===== config.mk =====
export PLATFORM = sky130hd
export DESIGN_NAME = tcp_timestamp_option_parser_top_flat
export DESIGN_NICKNAME = d
export VERILOG_FILES = /design/src/tsopt_pkg.sv /design/src/tsopt_ifs.sv /design/src/tsopt_parser.sv /design/src/tcp_timestamp_option_parser_top.sv /design/src/flat_wrapper.sv
export SDC_FILE = /design/constraint.sdc
export NUM_CORES = 1
export LEC_CHECK = 0
export ABC_AREA = 0
export BUFFER_PORTS_ARGS = -buffer_cell sky130_fd_sc_hd__buf_2
export CELL_PAD_IN_SITES_DETAIL_PLACEMENT = 0
export CELL_PAD_IN_SITES_GLOBAL_PLACEMENT = 2
export CORE_MARGIN = 5
export CORE_UTILIZATION = 43
export CTS_BUF_LIST = sky130_fd_sc_hd__clkbuf_2 sky130_fd_sc_hd__clkbuf_4 sky130_fd_sc_hd__clkbuf_8
export DETAILED_ROUTE_END_ITERATION = 8
export PLACE_DENSITY_LB_ADDON = 0.1
export SYNTH_ARGS = -nofsm -noshare
export SYNTH_HDL_FRONTEND = slang
export SYNTH_HIERARCHICAL = 1
export SYNTH_SLANG_ARGS = --single-unit

===== constraint.sdc =====
create_clock -name clock -period 13.3 [get_ports clock]
set_input_delay 2.66 -clock clock [delete_from_list [all_inputs] [get_ports clock]]
set_output_delay 2.66 -clock clock [all_outputs]
set_load 0.1 [all_outputs]

===== src/tsopt_pkg.sv =====
package tsopt_pkg;

   // Width of the option byte counters; the option area never exceeds 40 bytes.
   localparam int AREA_W = 6;

   // Option kinds and lengths from the TCP option layout.
   localparam logic [7:0] KIND_END_LIST = 8'd0;
   localparam logic [7:0] KIND_NO_OP    = 8'd1;
   localparam logic [7:0] KIND_TSTAMP   = 8'd8;
   localparam logic [7:0] LEN_TSTAMP    = 8'd10;
   localparam logic [7:0] TCPOLEN_MIN   = 8'd2;

   // Smallest legal data offset, in 32-bit words, and the fixed header size in bytes.
   localparam logic [3:0] HDR_WORDS_MIN = 4'd5;
   localparam logic [AREA_W-1:0] HDR_BYTES = AREA_W'(20);

   // Capture walks four value bytes and then four echo bytes.
   localparam logic [3:0] CAPTURE_SPLIT = 4'd4;
   localparam logic [3:0] CAPTURE_BYTES = 4'd8;
   localparam logic [3:0] OPTIONS_SAT   = 4'd15;

   // Result status codes.
   typedef enum logic [1:0] {
      ST_NOT_FOUND = 2'd0,
      ST_FOUND     = 2'd1,
      ST_MALFORMED = 2'd2
   } status_type;

   // Walk position inside the option area.
   typedef enum logic [4:0] {
      PH_KIND      = 5'b00001,
      PH_LEN_OTHER = 5'b00010,
      PH_LEN_TS    = 5'b00100,
      PH_CAPTURE   = 5'b01000,
      PH_SKIP      = 5'b10000
   } phase_type;

   // One accepted input beat as held in the input register.
   typedef struct packed {
      logic [7:0] option_byte;
      logic       byte_valid;
      logic       first_item;
      logic       last_item;
      logic [3:0] header_words;
   } req_beat_type;

   // Result of the parser for the beat being processed.
   typedef struct packed {
      status_type  parse_status;
      logic [31:0] ts_value;
      logic [31:0] ts_echo;
   } rsp_beat_type;

endpackage


===== src/tsopt_ifs.sv =====
// Input channel: one option-area byte per beat.
interface tsopt_req_if;
   logic       valid;
   logic       ready;
   logic [7:0] option_byte;
   logic       byte_valid;
   logic       first_item;
   logic       last_item;
   logic [3:0] header_words;

   modport source (
      output valid, option_byte, byte_valid, first_item, last_item, header_words,
      input  ready
   );
   modport sink (
      input  valid, option_byte, byte_valid, first_item, last_item, header_words,
      output ready
   );
endinterface

// Result channel: one verdict per packet.
interface tsopt_rsp_if;
   logic        valid;
   logic        ready;
   logic [1:0]  parse_status;
   logic [31:0] ts_value;
   logic [31:0] ts_echo;

   modport source (
      output valid, parse_status, ts_value, ts_echo,
      input  ready
   );
   modport sink (
      input  valid, parse_status, ts_value, ts_echo,
      output ready
   );
endinterface

// Configuration write channel for the max_options register.
interface tsopt_csr_if;
   logic       valid;
   logic       ready;
   logic [3:0] wdata;

   modport source (
      output valid, wdata,
      input  ready
   );
   modport sink (
      input  valid, wdata,
      output ready
   );
endinterface


===== src/tsopt_parser.sv =====
module tsopt_parser
   import tsopt_pkg::*;
#(
   parameter int OPTION_AREA_MAX = 40
) (
   input  logic         clock,
   input  logic         reset,
   input  logic         step,
   input  req_beat_type beat,
   input  logic [3:0]   max_options,
   output rsp_beat_type result
);

   localparam logic [AREA_W-1:0] AREA_CAP = AREA_W'(OPTION_AREA_MAX);

   phase_type         phase_ff, phase_in;
   logic [AREA_W-1:0] bytes_left_ff, bytes_left_in;
   logic [3:0]        options_seen_ff, options_seen_in;
   logic [AREA_W-1:0] skip_count_ff, skip_count_in;
   logic [3:0]        capture_index_ff, capture_index_in;
   logic [31:0]       ts_shift_ff, ts_shift_in;
   logic [31:0]       echo_shift_ff, echo_shift_in;
   status_type        verdict_ff, verdict_in;
   logic              verdict_fixed_ff, verdict_fixed_in;
   logic [AREA_W-1:0] area;
   logic [7:0]        b;

   assign b = beat.option_byte;

   // Option byte count from the data offset, clamped to the area limit.
   always_comb begin
      area = {beat.header_words, 2'b00} - HDR_BYTES;
      if (area > AREA_CAP) begin
         area = AREA_CAP;
      end
   end

   // Packet start, then one step of the option walk, then the end-of-packet check.
   always_comb begin
      phase_in         = phase_ff;
      bytes_left_in    = bytes_left_ff;
      options_seen_in  = options_seen_ff;
      skip_count_in    = skip_count_ff;
      capture_index_in = capture_index_ff;
      ts_shift_in      = ts_shift_ff;
      echo_shift_in    = echo_shift_ff;
      verdict_in       = verdict_ff;
      verdict_fixed_in = verdict_fixed_ff;

      if (step && beat.first_item) begin
         phase_in         = PH_KIND;
         bytes_left_in    = '0;
         options_seen_in  = '0;
         skip_count_in    = '0;
         capture_index_in = '0;
         ts_shift_in      = '0;
         echo_shift_in    = '0;
         verdict_in       = ST_NOT_FOUND;
         verdict_fixed_in = 1'b0;
         if (beat.header_words < HDR_WORDS_MIN) begin
            verdict_in       = ST_MALFORMED;
            verdict_fixed_in = 1'b1;
         end else begin
            bytes_left_in = area;
            if (max_options == '0) begin
               verdict_in       = ST_NOT_FOUND;
               verdict_fixed_in = 1'b1;
            end
         end
      end

      if (step && beat.byte_valid && !verdict_fixed_in) begin
         case (phase_in)
            PH_KIND: begin
               if (bytes_left_in == '0 || b == KIND_END_LIST) begin
                  verdict_in       = ST_MALFORMED;
                  verdict_fixed_in = 1'b1;
               end else if (b == KIND_NO_OP) begin
                  bytes_left_in = bytes_left_in - AREA_W'(1);
                  if (options_seen_in != OPTIONS_SAT) begin
                     options_seen_in = options_seen_in + 4'd1;
                  end
                  if (options_seen_in >= max_options) begin
                     verdict_in       = ST_NOT_FOUND;
                     verdict_fixed_in = 1'b1;
                  end
               end else begin
                  phase_in = (b == KIND_TSTAMP) ? PH_LEN_TS : PH_LEN_OTHER;
               end
            end
            PH_LEN_OTHER, PH_LEN_TS: begin
               if (b < TCPOLEN_MIN || b > {{(8 - AREA_W){1'b0}}, bytes_left_in}) begin
                  verdict_in       = ST_MALFORMED;
                  verdict_fixed_in = 1'b1;
               end else begin
                  bytes_left_in = bytes_left_in - b[AREA_W-1:0];
                  if (options_seen_in != OPTIONS_SAT) begin
                     options_seen_in = options_seen_in + 4'd1;
                  end
                  if (phase_in == PH_LEN_TS) begin
                     if (b == LEN_TSTAMP) begin
                        phase_in         = PH_CAPTURE;
                        capture_index_in = '0;
                     end else begin
                        verdict_in       = ST_FOUND;
                        verdict_fixed_in = 1'b1;
                     end
                  end else if (options_seen_in >= max_options) begin
                     verdict_in       = ST_NOT_FOUND;
                     verdict_fixed_in = 1'b1;
                  end else begin
                     skip_count_in = b[AREA_W-1:0] - AREA_W'(2);
                     phase_in      = (skip_count_in != '0) ? PH_SKIP : PH_KIND;
                  end
               end
            end
            PH_CAPTURE: begin
               if (capture_index_in < CAPTURE_SPLIT) begin
                  ts_shift_in = {ts_shift_in[23:0], b};
               end else begin
                  echo_shift_in = {echo_shift_in[23:0], b};
               end
               capture_index_in = capture_index_in + 4'd1;
               if (capture_index_in >= CAPTURE_BYTES) begin
                  verdict_in       = ST_FOUND;
                  verdict_fixed_in = 1'b1;
               end
            end
            PH_SKIP: begin
               if (skip_count_in != '0) begin
                  skip_count_in = skip_count_in - AREA_W'(1);
               end
               if (skip_count_in == '0) begin
                  phase_in = PH_KIND;
               end
            end
            default: begin
               verdict_in       = ST_MALFORMED;
               verdict_fixed_in = 1'b1;
            end
         endcase
      end

      // A packet that ends before a verdict is malformed.
      if (step && beat.last_item && !verdict_fixed_in) begin
         verdict_in       = ST_MALFORMED;
         verdict_fixed_in = 1'b1;
      end
   end

   // Result of this beat; captured fields show only with a found verdict.
   always_comb begin
      result.parse_status = verdict_in;
      if (verdict_in == ST_FOUND) begin
         result.ts_value = ts_shift_in;
         result.ts_echo  = echo_shift_in;
      end else begin
         result.ts_value = '0;
         result.ts_echo  = '0;
      end
   end

   // Walk state.
   always_ff @(posedge clock) begin
      if (reset) begin
         phase_ff         <= PH_KIND;
         bytes_left_ff    <= '0;
         options_seen_ff  <= '0;
         skip_count_ff    <= '0;
         capture_index_ff <= '0;
         ts_shift_ff      <= '0;
         echo_shift_ff    <= '0;
         verdict_ff       <= ST_NOT_FOUND;
         verdict_fixed_ff <= 1'b0;
      end else begin
         phase_ff         <= phase_in;
         bytes_left_ff    <= bytes_left_in;
         options_seen_ff  <= options_seen_in;
         skip_count_ff    <= skip_count_in;
         capture_index_ff <= capture_index_in;
         ts_shift_ff      <= ts_shift_in;
         echo_shift_ff    <= echo_shift_in;
         verdict_ff       <= verdict_in;
         verdict_fixed_ff <= verdict_fixed_in;
      end
   end

endmodule


===== src/tcp_timestamp_option_parser_top.sv =====
// Channel   Modport  Direction  Beat contents
// req_bus   sink     in         option_byte, byte_valid, first_item, last_item, header_words
// rsp_bus   source   out        parse_status, ts_value, ts_echo (one beat per packet)
// csr_bus   sink     in         wdata: max_options, always ready
//
// One option byte is taken every cycle unless the input register stalls; a beat
// waits in the input register, and on the last beat of a packet its result is
// written into the output register as the beat moves on. The walk state updates
// once per beat in the parser. The input register only stalls when a last beat
// meets an output register that is full and not being drained. Reset is synchronous
// and sets max_options to 4 and the walk to its idle state.
module tcp_timestamp_option_parser_top
   import tsopt_pkg::*;
#(
   parameter int OPTION_AREA_MAX = 40
) (
   input  logic               clock,
   input  logic               reset,
   tsopt_req_if.sink          req_bus,
   tsopt_rsp_if.source        rsp_bus,
   tsopt_csr_if.sink          csr_bus
);

   localparam logic [3:0] MAX_OPTIONS_RESET = 4'd4;

   logic         in_valid_ff, in_valid_in;
   req_beat_type in_beat_ff;
   logic         rsp_valid_ff, rsp_valid_in;
   rsp_beat_type rsp_beat_ff;
   logic [3:0]   max_options_ff;
   logic         req_take;
   logic         rsp_free;
   logic         step;
   rsp_beat_type result;

   // Handshake: the held beat moves on unless its result has nowhere to go.
   assign rsp_free      = !rsp_valid_ff || rsp_bus.ready;
   assign step          = in_valid_ff && (!in_beat_ff.last_item || rsp_free);
   assign req_bus.ready = !in_valid_ff || step;
   assign req_take      = req_bus.valid && req_bus.ready;
   assign csr_bus.ready = 1'b1;

   assign in_valid_in  = req_take ? 1'b1 : (step ? 1'b0 : in_valid_ff);
   assign rsp_valid_in = (step && in_beat_ff.last_item) ? 1'b1 :
                         (rsp_bus.ready ? 1'b0 : rsp_valid_ff);

   // Control registers.
   always_ff @(posedge clock) begin
      if (reset) begin
         in_valid_ff    <= 1'b0;
         rsp_valid_ff   <= 1'b0;
         max_options_ff <= MAX_OPTIONS_RESET;
      end else begin
         in_valid_ff  <= in_valid_in;
         rsp_valid_ff <= rsp_valid_in;
         if (csr_bus.valid && csr_bus.ready) begin
            max_options_ff <= csr_bus.wdata;
         end
      end
   end

   // Input beat register.
   always_ff @(posedge clock) begin
      if (req_take) begin
         in_beat_ff.option_byte  <= req_bus.option_byte;
         in_beat_ff.byte_valid   <= req_bus.byte_valid;
         in_beat_ff.first_item   <= req_bus.first_item;
         in_beat_ff.last_item    <= req_bus.last_item;
         in_beat_ff.header_words <= req_bus.header_words;
      end
   end

   // Option walk.
   tsopt_parser #(
      .OPTION_AREA_MAX (OPTION_AREA_MAX)
   ) u_parser (
      .clock       (clock),
      .reset       (reset),
      .step        (step),
      .beat        (in_beat_ff),
      .max_options (max_options_ff),
      .result      (result)
   );

   // Output beat register.
   always_ff @(posedge clock) begin
      if (step && in_beat_ff.last_item) begin
         rsp_beat_ff <= result;
      end
   end

   assign rsp_bus.valid        = rsp_valid_ff;
   assign rsp_bus.parse_status = rsp_beat_ff.parse_status;
   assign rsp_bus.ts_value     = rsp_beat_ff.ts_value;
   assign rsp_bus.ts_echo      = rsp_beat_ff.ts_echo;

endmodule


===== src/flat_wrapper.sv =====
// flat-port wrapper written by rule: the top's interface ports become plain ports
module tcp_timestamp_option_parser_top_flat import tsopt_pkg::*;
#(
   parameter int OPTION_AREA_MAX = 40
)
  (clock, reset, req_bus_valid, req_bus_option_byte, req_bus_byte_valid, req_bus_first_item, req_bus_last_item, req_bus_header_words, req_bus_ready, rsp_bus_valid, rsp_bus_parse_status, rsp_bus_ts_value, rsp_bus_ts_echo, rsp_bus_ready, csr_bus_valid, csr_bus_wdata, csr_bus_ready);
  tsopt_req_if req_bus_i ();
  tsopt_rsp_if rsp_bus_i ();
  tsopt_csr_if csr_bus_i ();
  input  logic clock;
  input  logic reset;
  input wire logic [$bits(req_bus_i.valid)-1:0] req_bus_valid;
  input wire logic [$bits(req_bus_i.option_byte)-1:0] req_bus_option_byte;
  input wire logic [$bits(req_bus_i.byte_valid)-1:0] req_bus_byte_valid;
  input wire logic [$bits(req_bus_i.first_item)-1:0] req_bus_first_item;
  input wire logic [$bits(req_bus_i.last_item)-1:0] req_bus_last_item;
  input wire logic [$bits(req_bus_i.header_words)-1:0] req_bus_header_words;
  output wire logic [$bits(req_bus_i.ready)-1:0] req_bus_ready;
  output wire logic [$bits(rsp_bus_i.valid)-1:0] rsp_bus_valid;
  output wire logic [$bits(rsp_bus_i.parse_status)-1:0] rsp_bus_parse_status;
  output wire logic [$bits(rsp_bus_i.ts_value)-1:0] rsp_bus_ts_value;
  output wire logic [$bits(rsp_bus_i.ts_echo)-1:0] rsp_bus_ts_echo;
  input wire logic [$bits(rsp_bus_i.ready)-1:0] rsp_bus_ready;
  input wire logic [$bits(csr_bus_i.valid)-1:0] csr_bus_valid;
  input wire logic [$bits(csr_bus_i.wdata)-1:0] csr_bus_wdata;
  output wire logic [$bits(csr_bus_i.ready)-1:0] csr_bus_ready;
  assign req_bus_i.valid = req_bus_valid;
  assign req_bus_i.option_byte = req_bus_option_byte;
  assign req_bus_i.byte_valid = req_bus_byte_valid;
  assign req_bus_i.first_item = req_bus_first_item;
  assign req_bus_i.last_item = req_bus_last_item;
  assign req_bus_i.header_words = req_bus_header_words;
  assign req_bus_ready = req_bus_i.ready;
  assign rsp_bus_valid = rsp_bus_i.valid;
  assign rsp_bus_parse_status = rsp_bus_i.parse_status;
  assign rsp_bus_ts_value = rsp_bus_i.ts_value;
  assign rsp_bus_ts_echo = rsp_bus_i.ts_echo;
  assign rsp_bus_i.ready = rsp_bus_ready;
  assign csr_bus_i.valid = csr_bus_valid;
  assign csr_bus_i.wdata = csr_bus_wdata;
  assign csr_bus_ready = csr_bus_i.ready;
  tcp_timestamp_option_parser_top #(.OPTION_AREA_MAX(OPTION_AREA_MAX)) u_core (.clock(clock), .reset(reset), .req_bus(req_bus_i), .rsp_bus(rsp_bus_i), .csr_bus(csr_bus_i));
endmodule

# Word-level counts from Yosys, hierarchy flattened
# Cells that the tools add are included.
# op_classes
n_addsub	7
multipliers	0
div_mod_pow	0
order_cmp	8
eq_ne	10
shift	0
n_mux	88
n_bitwise	0
reduce_logical	26
# op_table
cell	n
$mux W32	8
$mux W6	15
$mux W4	18
$mux W5	10
$mux W2	12
$pmux W6 S2	2
$mux W1	17
$eq A8 B4 Y1 const B	2
$pmux W4 S2	2
$pmux W5 S3	1
$logic_not A6 Y1	2
$reduce_bool A6 Y1	2
$sub A6 B1 Y6 const B	2
$add A4 B1 Y4 const B	2
$eq A8 B1 Y1 const B	1
$ge A4 B4 Y1	2
$gt A8 B6 Y1	1
$logic_not A8 Y1	1
$lt A4 B3 Y1 const B	2
$lt A8 B2 Y1 const B	1
$pmux W2 S4	1
$logic_and A1 B1 Y1	7
$gt A6 B6 Y1 const B	1
$sub A6 B2 Y6 const B	1
other kinds (17)	26
# totals
regBits	179
latchBits	0
mem_bits_rw	0
rom_bits	0
output_inout_bits	69
word_cells	159
mem_count	0

# Depth between registers and ports, before layout
# Gate-level depths: netlist (run 1).
# depth
depth_word	22
mapped_depth	22
ltp_nobuf	16

# Modules after synthesis
# The synthesis (run 1) kept the hierarchy.
# by_module_without_submodules
mod	instances	cells_per_inst	area_each_um2
tsopt_parser	1	746	6089.6
tcp_timestamp_option_parser_top	1	108	2701.3

# Worst setup path before layout (run 1)
# No wires, ideal clock.
# synth_timing
path_kind	input port to flip-flop
from	input rsp_bus_ready
to	register u_core.rsp_beat_ff, in the netlist u_core/rsp_bus.ts_echo[15], data pin
setup_ns	0.278
t_arrival_ns	6.753
required_time_ns	13.022
slack_ns	6.269
stages	20
path_cell_list	nor2b_1 > a21boi_1 > buf_6 > nand2_1 > buf_2 > buf_1 > clkbuf_1 > and2_1 > ha_1 > and3_1 > mux2_2 > ha_1 > a2111oi_1 > o22ai_1 > a211oi_1 > o2bb2ai_1 > o22ai_1 > buf_4 > buf_6 > nor3_2
# synth_via
elab_chain_cells	21
elab_cells_between_ends	67
# synth_lines
element	line_no	source
from (decl)	flat_wrapper.sv:23	input wire logic [$bits(rsp_bus_i.ready)-1:0] rsp_bus_ready;
$logic_or A1 B1 Y1 (*)	tcp_timestamp_option_parser_top.sv:37	assign rsp_free = !rsp_valid_ff || rsp_bus.ready;
$logic_or A1 B1 Y1 (*)	tcp_timestamp_option_parser_top.sv:38	assign step = in_valid_ff && (!in_beat_ff.last_item || rsp_free);
$logic_and A1 B1 Y1 (*)	tcp_timestamp_option_parser_top.sv:38	
net u_core.step	tcp_timestamp_option_parser_top.sv:33	logic step;
$logic_and A1 B1 Y1	tsopt_parser.sv:50	if (step && beat.first_item) begin
$mux W4	tsopt_parser.sv:50	
$add A4 B1 Y4 or $ne A4 B4 Y1 (tied branches)	n/a	
$mux W4	tsopt_parser.sv:80, tsopt_parser.sv:97	
(+6 left out)	n/a	
$mux W1	tsopt_parser.sv:78	end else if (b == KIND_NO_OP) begin
$mux W1	tsopt_parser.sv:75	if (bytes_left_in == '0 || b == KIND_END_LIST) begin
$pmux W1 S4	tsopt_parser.sv:73	case (phase_in)
$mux W1	tsopt_parser.sv:72	if (step && beat.byte_valid && !verdict_fixed_in) begin
$logic_not A1 Y1	tsopt_parser.sv:145	if (step && beat.last_item && !verdict_fixed_in) begin
$logic_and A1 B1 Y1	tsopt_parser.sv:145	
$mux W2	tsopt_parser.sv:145	
$eq A2 B1 Y1	tsopt_parser.sv:154	if (verdict_in == ST_FOUND) begin
to (signal assigned)	tcp_timestamp_option_parser_top.sv:88	rsp_beat_ff <= result;
to (decl)	tcp_timestamp_option_parser_top.sv:29	rsp_beat_type rsp_beat_ff;
# Mark *: on every way through the listed nets, which the timed path passes. The rest lies on a longest branch. The select of a mux whose other input is x is not followed.
# A chain may end at the register's enable or synchronous reset.

==> run_results.csv, run 1 <==
group,metric,value,unit
sta,setup_viol,0,
clock_tree,cts_tree,"yes",
place,post-dp-hpwl,15.6,mm
logic_synthesis,avgSynthCellArea,10.3,µm²
routing,drcViolationCount,0,
outcome,status,"completed",
clock_tree,clk_latency,0.46,ns
logic_synthesis,syn-cell-area,8790,µm²
clock_tree,cts_setup_buffers,0,
clock_tree,cts_resized,0,
routing,dr.pass1.iters,4,
floorplan,fp.dieH,153,µm
routing,vias,6627,
routing,wirelength,22.5,mm
cells_and_area,fill_cells,1941,
cells_and_area,multiInputGateArea,4030,µm²
sta,rsz0062_at_grt,"no",
floorplan,core_area,20200,µm²
worst_setup_path,cp-end-kind,"flip-flop",
clock_tree,clock_path_buffers,2,
logic_synthesis,yosys_register_bits,179,
floorplan,die_w,153,µm
clock_tree,numClockSinks,179,
sta,fin_worst_skew,0.0155,ns
logic_synthesis,synth_edf_count,81,
pwr,power.leakage,3.60,nW
cells_and_area,finalNetCount,963,
worst_setup_path,cp.required,13.46,ns
sta,tightest_slew,1.04,ns
logic_synthesis,ys_types,79,
clock_tree,htree_levels,4,
sta,fin_crit_sh,60.1,%
global_routing,grt_pass1_wl,36.0,mm
logic_synthesis,synth-async-reset-ratio,0,%
cells_and_area,area_growth,11.3,%
sta,hold_violations,0,
sta,drv_slew,0,
routing,drt-initial-drc-count,450,
global_routing,antenna_found_initial,0,
worst_setup_path,cp-start-kind,"input pin",
sta,fin_crit,7.99,ns
cells_and_area,register_area,4390,µm²
routing,viasPerCell,5.53,
logic_synthesis,synth-seq-area-share,50.0,%
logic_synthesis,syn-instance-count,854,
logic_synthesis,synth_warnings,6,
routing,ant_nets,0,
sta,relSlewSlack,30.6,%
worst_setup_path,crit_fanout,66,
worst_hold_path,worstHoldPathType,"flip-flop to flip-flop",
cells_and_area,num_antenna_cells,0,
clock_tree,cts-buffers-inserted,17,
clock_tree,cts_hold_buf,0,
sta,fmax,0.125,GHz
clock_tree,root_buffer,"clkbuf_8",
global_routing,grt_usage,19.0,%
run,max-cap-violations,0,
place,port_buffers,91,
pwr,peakVddDrop,0.0648,mV
floorplan,row_count,52,
worst_setup_path,crit_type,"input pin to flip-flop",
cells_and_area,drive_above_1_share,21.8,%
global_routing,grt_max_degree,67,
floorplan,start_util,43.6,%
place,gp_congestion,0.878,
global_routing,grt_overflow,0,
floorplan,io_pins,93,
logic_synthesis,synth_area_leaders,"edfxtp_1 (28%), dfxtp_1 (22%), mux2i_1 (6.5%)",
sta,holdWs,0.497,ns
sta,tns,0,ns
clock_tree,clk_pin_slew_worst_paths,0.10,ns
routing,post_drt_wl_per_cell,18.8,µm
pwr,powerDensity,109,nW/µm²
logic_synthesis,synth_top_area_share,27.7,%
floorplan,die_area,23400,µm²
logic_synthesis,syn_nets,902,
logic_synthesis,yosysTopAreaCell,"edfxtp_1",
global_routing,grt_pass1_vias,6632,
logic_synthesis,synth_ff_type,"dfxtp_1",
worst_setup_path,worst_ep_arrival_time,8.14,ns
==> logic make-up (layout without fill, tap and decap cells) <==
kind of cell / Yosys count / after routing / share of synthesized area, %
simple gates: 333 / 333 / 20.6
flops: 179 / 179 / 50.0
compound gates: 161 / 161 / 13.0
buf+inv: 82 / 156 / 4.61
mux: 60 / 60 / 6.87
fa+ha+maj: 24 / 24 / 3.50
xor+xnor: 14 / 14 / 1.39
other cells: 1 / 1 / 0.0427
==> cell type report <==
type	instances	share of cell area (%)
Multi-Input combinational cell	593	41.2
Timing Repair Buffer	100	5.35
Clock inverter	14	1.68
Inverter	24	0.921
Clock buffer	18	2.47
Tap cell	270	3.45
Sequential cell	179	44.9
==> worst max-delay path, cell delays in order <==
cell,delay [ns]
buf_2,0.11
nor2b_1,0.22
a21boi_1,0.27
nand2_1,0.13
buf_4,0.52
nand2_1,0.19
inv_1,0.13
ha_1,0.21
and3_1,0.24
mux2_2,0.37
ha_1,0.28
a2111oi_1,0.73
o22ai_1,0.33
a211oi_1,0.39
o2bb2ai_1,0.22
o22ai_4,0.19
buf_4,0.76
nor3_1,0.12
==> flip-flops by register name (all words and copies together), names as in the netlist <==
name,cells
u_core/rsp_bus.ts_value,32
u_core/rsp_bus.parse_status,2
u_core/u_parser/options_seen_ff,4
u_core/u_parser/skip_count_ff,6
u_core/u_parser/bytes_left_ff,6
u_core/u_parser/verdict_ff,2
u_core/in_beat_ff,15
u_core/rsp_bus.ts_echo,32
u_core/u_parser/phase_ff,5
u_core/max_options_ff,4
u_core/u_parser/capture_index_ff,4
u_core/rsp_bus.valid,1
u_core/u_parser/echo_shift_ff,32
u_core/u_parser/verdict_fixed_ff,1
u_core/in_valid_ff,1
u_core/u_parser/ts_shift_ff,32
==> cell usage in the layout (no fill, tap or decap), types with 23 or more instances in the layout <==
cell	count
nor2_1	124
edfxtp_1	81
nor3_2	46
buf_2	91
nor3_1	25
nand2_1	56
a21oi_1	45
inv_1	24
dfxtp_1	98
ha_1	23
mux2i_1	57
==> synth_stat cells (10+ instances only) <==
library cell  count
clkbuf_1         24
o21ai_0          22
nor3_2           45
a21oi_1          45
buf_2            18
edfxtp_1         81
nor3_1           26
ha_1             23
inv_1            24
nor2_1          125
o22ai_1          10
mux2i_1          57
nand3_1          16
and2_1           12
dfxtp_1          98
nand2_1          56
==> where the power goes <==
part / internal, mW / switching (mW) / leakage (nW)
Combinational: 0.0279 / 0.0830 / 1.75
Clock: 0.145 / 0.224 / 0.200
Sequential: 0.581 / 0.00892 / 1.64
==> through the flow <==
| step | cell area, µm² | std cells | utilization [%] | power, mW | setup WS [ns] |
|---|---|---|---|---|---|
| after global placement | 9380 | 1166 | 46.5 | 0.713 | 4.97 |
| after global routing | 9780 | 1198 | 48.5 | 1.12 | 4.90 |
| after detailed placement | 9380 | 1166 | 46.5 | 0.713 | 4.80 |
| after floorplan | 8790 | 854 | - | 0.686 | 6.27 |
| final | 9780 | 1198 | 48.5 | 1.07 | 5.31 |
| after CTS | 9780 | 1198 | 48.5 | 1.08 | 5.29 |
==> layer usage <==
| layer | vias to the layer above | share of wire, % | GRT usage [%] |
|---|---|---|---|
| met5 | - | 0 | 0 |
| met2 | 174 | 47 | 31.0 |
| met4 | 0 | 1.2 | 5.05 |
| li1 | 3199 | - | - |
| met1 | 3237 | 47 | 25.9 |
| met3 | 17 | 4.4 | 3.87 |
==> worst paths after layout <==
| kind | start | endpoint | slack (ns) | depth (start not counted) |
|---|---|---|---|---|
| hold reg to reg | u_core/u_parser/skip_count_ff[1]$_SDFF_PP0_ | u_core/u_parser/skip_count_ff[1]$_SDFF_PP0_ | 0.50 | 2 |
| setup / recovery | rsp_bus_ready | u_core/rsp_bus.ts_value[28]$_DFFE_PP_ | 5.31 | 18 |
| setup reg to reg | u_core/rsp_bus.valid$_SDFFE_PP0P_ | u_core/rsp_bus.ts_value[28]$_DFFE_PP_ | 7.14 | 17 |
| hold / removal | u_core/u_parser/skip_count_ff[1]$_SDFF_PP0_ | u_core/u_parser/skip_count_ff[1]$_SDFF_PP0_ | 0.50 | 2 |
(Power assumes the default switching activity.)
==> run 2: changes to the inputs <==
CORE_UTILIZATION = 36   (was 43)
clock period = 7.3 ns   (was 13.3 ns; I/O delays follow)
==> run 2 against run 1 <==
  * Critical endpoint is now u_core/rsp_bus.ts_echo[9]$_DFFE_PP_
  * Largest cell class unchanged
  * Count of clock-buffer cells in the layout shrank 1
  * Die area increased by 18%
  * Wire length is 3.8% higher
  * Sequential share of layout area fell by 0.73 points
  * Utilization down 7.4 points
  * Via count down 0.20%
  * Global-route usage fell by 2.2 points
==> run_results.csv, run 2 (synthesis gave the netlist of run 1 again) <==
group,metric,value,unit
outcome,status,"completed",
cells_and_area,drive_above_1_share,22.3,%
run,max-cap-violations,0,
floorplan,start_util,36.4,%
sta,hold_violations,0,
floorplan,die_w,166,µm
routing,vias,6614,
routing,dr_wl_met2,11.5,mm
clock_tree,clock_path_buffers,2,
cells_and_area,finalNetCount,967,
sta,fin_crit,6.08,ns
clock_tree,numClockSinks,179,
place,port_buffers,91,
place,pre_cts_ws,0.719,ns
worst_setup_path,crit_fanout,66,
global_routing,grt_pass1_wl,37.6,mm
sta,tightest_slew,1.06,ns
routing,wl_met3,737,µm
sta,relSlewSlack,29.4,%
floorplan,die_area,27600,µm²
cells_and_area,area_growth,13.1,%
routing,viasPerCell,5.27,
worst_setup_path,cp-end-kind,"flip-flop",
clock_tree,root_buffer,"clkbuf_8",
pwr,powerDensity,202,nW/µm²
clock_tree,clk_pin_slew_worst_paths,0.11,ns
clock_tree,cts_hold_buf,0,
routing,ant_nets,0,
cells_and_area,fill_cells,2371,
worst_setup_path,worst_ep_arrival_time,6.25,ns
routing,wirelength,23.3,mm
cells_and_area,num_antenna_cells,0,
floorplan,fp.dieH,166,µm
clock_tree,cts_resized,0,
global_routing,grt_overflow,0,
global_routing,grt_max_degree,67,
clock_tree,htree_levels,4,
place,post-dp-hpwl,16.4,mm
sta,tns,0,ns
worst_hold_path,worstHoldPathType,"flip-flop to flip-flop",
worst_setup_path,cp_top_family,"compound AO/OA/AOI/OAI gates",
sta,setup_viol,0,
worst_setup_path,cp-start-kind,"input pin",
place,gp_congestion,0.836,
worst_setup_path,crit_chain,"buf_2 > nor2b_1 > a21boi_1 > buf_4 > nand2_1 > buf_4 > and2_1 > and3_1 > mux2_2 > ha_1 > a2111oi_1 > o22ai_1 > a211oi_1 > o2bb2ai_1 > o22ai_4 > buf_12 > nor3_1",
cells_and_area,multiInputGateArea,4040,µm²
global_routing,grt_pass1_vias,6732,
clock_tree,cts_tree,"yes",
worst_setup_path,crit_type,"input pin to flip-flop",
routing,wl_met1,10.9,mm
routing,drcViolationCount,0,
sta,drv_slew,0,
floorplan,io_pins,93,
routing,drt-initial-drc-count,403,
cells_and_area,final_common_cell,"nor2_1",
worst_setup_path,crit_top_cell,"buf_4",
routing,post_drt_wl_per_cell,18.6,µm
clock_tree,cts-buffers-inserted,17,
sta,fin_worst_skew,0.0350,ns
pwr,power.leakage,3.65,nW
global_routing,grt_usage,16.8,%
floorplan,row_count,57,
clock_tree,clk_latency,0.47,ns
cells_and_area,final_cell_mix,"nor2_1 (124), dfxtp_1 (98), buf_2 (91)",
worst_setup_path,max_stage_delay,0.81,ns
sta,fin_crit_sh,83.3,%
worst_setup_path,crit_buf_inv,4,
sta,layout_setup_ws,1.22,ns
global_routing,antenna_found_initial,0,
floorplan,core_area,24200,µm²
worst_setup_path,critPathSlowestCell,"a2111oi_1",
clock_tree,cts_setup_buffers,0,
worst_setup_path,cp.required,7.47,ns
routing,highest_layer,"met4",
sta,rsz0062_at_grt,"no",
sta,fmax,0.164,GHz
cells_and_area,register_area,4390,µm²
routing,dr.pass1.iters,5,
pwr,peakVddDrop,0.110,mV
==> run 2: worst register-to-register path: stages, from the launching register on <==
cell and delay, ns:
dfxtp_1 0.43, nor2b_1 0.29, a21boi_1 0.11, buf_4 0.18, nand2_1 0.12, buf_4 0.34
and2_1 0.20, and3_1 0.24, mux2_2 0.37, ha_1 0.28, a2111oi_1 0.81, o22ai_1 0.36
a211oi_1 0.41, o2bb2ai_1 0.23, o22ai_4 0.23, buf_12 0.33, nor3_1 0.22
==> run 2: layer usage <==
layer | global-route usage, % | vias up
met5 | 0 | -
met4 | 4.02 | 0
met3 | 2.95 | 15
met2 | 28.1 | 125
met1 | 22.7 | 3258
li1 | - | 3216
==> run 2: cell type report <==
cell class                      instances  area share [%]
Sequential cell                       179            44.2
Clock buffer                           17            2.35
Tap cell                              324            4.08
Clock inverter                         15            2.06
Timing Repair Buffer                  104            5.81
Multi-Input combinational cell        593            40.6
Inverter                               24           0.906
==> run 2: worst paths after layout <==
kind | startpoint | slack [ns] | cells after the start | to
worst max-delay path | rsp_bus_ready | 1.22 | 17 | u_core/rsp_bus.ts_echo[9]$_DFFE_PP_
worst min register to register | u_core/u_parser/skip_count_ff[1]$_SDFF_PP0_ | 0.51 | 2 | u_core/u_parser/skip_count_ff[1]$_SDFF_PP0_
worst max register to register | u_core/rsp_bus.valid$_SDFFE_PP0P_ | 1.85 | 16 | u_core/rsp_bus.ts_echo[9]$_DFFE_PP_
worst min-delay path | u_core/u_parser/skip_count_ff[1]$_SDFF_PP0_ | 0.51 | 2 | u_core/u_parser/skip_count_ff[1]$_SDFF_PP0_
==> run 2: report_power, final <==
part	total, mW	internal, mW	leakage (nW)	switching (mW)
Sequential	1.07	1.06	1.64	0.0168
Combinational	0.207	0.0548	1.78	0.153
Clock	0.728	0.297	0.217	0.431
==> run 2: stage by stage <==
step           area (µm²)  power [mW]  cells  hold WS (ns)  utilization, %
2_1_floorplan        8790        1.25    854         0.465               -
3_3_place_gp         9500        1.31   1224         0.481            39.3
3_5_place_dp         9500        1.31   1224         0.497            39.3
4_1_cts              9940        2.04   1256         0.514            41.1
5_1_grt              9940        2.09   1256         0.550            41.1
6_report             9940        2.01   1256         0.512            41.1
==> run 3: changes to the inputs <==
CORE_UTILIZATION = 40   (was 36)
clock period = 5.85 ns   (was 7.3 ns; I/O delays follow)
==> run 3 against run 2 <==
  * Combinational power increased by 27%
  * First-iteration DRC count decreased by 4.2%
  * Utilization increased by 4.5 points
  * Power increased by 22%
  * Sequential cell count unchanged
  * Hold slack improved by 0.0046 ns
  * Highest routed layer unchanged
  * Sequential power increased by 25%
  * Largest power group unchanged
  * Setup slack got worse by 0.34 ns
==> run_results.csv, run 3 (synthesis gave the netlist of run 1 again) <==
group,metric,value,unit
outcome,status,"completed",
cells_and_area,finalNetCount,976,
clock_tree,clk_pin_slew_worst_paths,0.10,ns
worst_setup_path,cp.required,6.04,ns
cells_and_area,design_area,9930,µm²
cells_and_area,num_antenna_cells,0,
clock_tree,cts_hold_buf,0,
global_routing,antenna_found_initial,0,
sta,fmax,0.201,GHz
floorplan,die_area,25000,µm²
clock_tree,cts_resized,0,
worst_hold_path,hold_depth,2,
cells_and_area,stdcell_count,1221,
worst_setup_path,critPathSlowestCell,"mux2_2",
clock_tree,clk_latency,0.45,ns
place,dp_cells,1189,
place,pre_cts_ws,0.385,ns
floorplan,start_util,40.4,%
clock_tree,root_buffer,"clkbuf_8",
cells_and_area,area_growth,12.9,%
routing,vias,6622,
clock_tree,cts-buffers-inserted,17,
floorplan,row_count,54,
sta,tightest_slew,1.00,ns
routing,ant_nets,0,
worst_setup_path,max_stage_delay,0.38,ns
worst_hold_path,hold_path.startpoint,"u_core/u_parser/skip_count_ff[1]$_SDFF_PP0_",
place,port_buffers,91,
sta,tns,0,ns
cells_and_area,drive_above_1_share,22.8,%
worst_setup_path,crit_fanout,66,
routing,viasPerCell,5.42,
routing,drt-initial-drc-count,386,
clock_tree,cts_tree,"yes",
worst_setup_path,r2r_start,"u_core/in_beat_ff[0]$_DFFE_PP_",
floorplan,die_w,158,µm
sta,relSlewSlack,33.0,%
worst_hold_path,worst_hold_path.endpoint,"u_core/u_parser/skip_count_ff[1]$_SDFF_PP0_",
clock_tree,clock_path_buffers,2,
pwr,peakVddDrop,0.146,mV
sta,layout_setup_ws,0.879,ns
sta,fin_crit,4.97,ns
place,placed_area,9520,µm²
pwr,powerDensity,246,nW/µm²
clock_tree,cts_setup_buffers,0,
sta,drv_slew,0,
clock_tree,numClockSinks,179,
routing,dr.pass1.iters,5,
worst_setup_path,r2r-end,"u_core/rsp_bus.ts_echo[10]$_DFFE_PP_",
sta,rsz0062_at_grt,"no",
global_routing,grt_pass1_wl,35.8,mm
cells_and_area,final_common_cell,"nor2_1",
routing,drcViolationCount,0,
worst_setup_path,cp-start-kind,"input pin",
routing,wirelength,22.8,mm
floorplan,io_pins,93,
worst_setup_path,cp-end-kind,"flip-flop",
sta,fin_worst_skew,0.0143,ns
sta,hold_violations,0,
floorplan,core_area,21800,µm²
sta,holdWs,0.516,ns
global_routing,grt_pass1_vias,6531,
pwr,power.leakage,3.68,nW
worst_setup_path,crit_chain,"buf_2 > nor2b_1 > a21boi_1 > nand2_1 > and2_1 > ha_1 > and3_1 > mux2_2 > ha_1 > a2111oi_1 > buf_4 > o21ai_0 > a32oi_1 > o2111ai_1 > o22ai_4 > buf_12 > nor3_1",
worst_hold_path,worstHoldPathType,"flip-flop to flip-flop",
clock_tree,htree_levels,4,
sta,fin_crit_sh,85.0,%
global_routing,grt_overflow,0,
cells_and_area,fill_cells,2100,
worst_setup_path,reg2reg_slack,1.14,ns
worst_setup_path,crit_type,"input pin to flip-flop",
place,post-dp-hpwl,15.8,mm
worst_setup_path,worst_ep_arrival_time,5.16,ns
cells_and_area,final_cell_mix,"nor2_1 (124), dfxtp_1 (98), buf_2 (91)",
sta,setup_viol,0,
floorplan,fp.dieH,158,µm
worst_setup_path,ff2ff_path_depth,14,
place,gp_congestion,0.846,
routing,post_drt_wl_per_cell,18.6,µm
run,max-cap-violations,0,
worst_setup_path,crit_top_cell,"ha_1",
global_routing,grt_usage,18.3,%
global_routing,grt_max_degree,67,
run 3: layer usage:
metal / vias up / GRT usage, % / part of all wire [%]
met4: 0 / 5.40 / 1.8
met2: 153 / 30.8 / 49
li1: 3226 / - / -
met1: 3223 / 24.3 / 46
met5: - / 0 / 0
met3: 20 / 3.03 / 3.8
run 3: final cells by class:
type,count,area (µm²),area share [%]
inverter,24,90.1,0.907
clock inverter,14,164,1.65
clock buffer,18,241,2.43
multi-input combinational,593,4030,40.6
tap,280,350,3.53
sequential,179,4390,44.3
timing repair buffer,113,658,6.63
run 3: worst max-delay path, delay by kind of cell:
kind	cells	cell delay [ns]
buffers and inverters	3	0.67
AO/OA/AOI/OAI	6	1.42
adder cells (fa/ha/maj)	2	0.48
multiplexers	1	0.38
AND/OR/NAND/NOR	5	0.97
run 3: per-stage QoR:
step	power [mW]	utilization, %
after global routing	2.55	45.6
after floorplan	1.56	-
final	2.45	45.6
after detailed placement	1.63	43.8
after global placement	1.63	43.8
after CTS	2.48	45.6
run 3: worst max path at each step:
stage	startpoint	end	slack (ns)	cells past startpoint
after floorplan	rsp_bus_ready	u_core/rsp_bus.ts_echo[15]$_DFFE_PP_	0.31	20
after global placement	rsp_bus_ready	u_core/rsp_bus.ts_value[28]$_DFFE_PP_	0.39	17
after detailed placement	rsp_bus_ready	u_core/rsp_bus.ts_value[22]$_DFFE_PP_	0.39	17
after CTS	rsp_bus_ready	u_core/rsp_bus.ts_echo[10]$_DFFE_PP_	0.87	17
after global routing	rsp_bus_ready	u_core/rsp_bus.ts_echo[10]$_DFFE_PP_	0.48	17
final	rsp_bus_ready	u_core/rsp_bus.ts_echo[10]$_DFFE_PP_	0.88	17
run 3: power by group:
part	switching [mW]	total [mW]	internal [mW]	leakage (nW)
Sequential	0.0220	1.34	1.32	1.64
Clock	0.512	0.841	0.329	0.200
Combinational	0.191	0.263	0.0721	1.83
Total	0.725	2.45	1.72	3.68
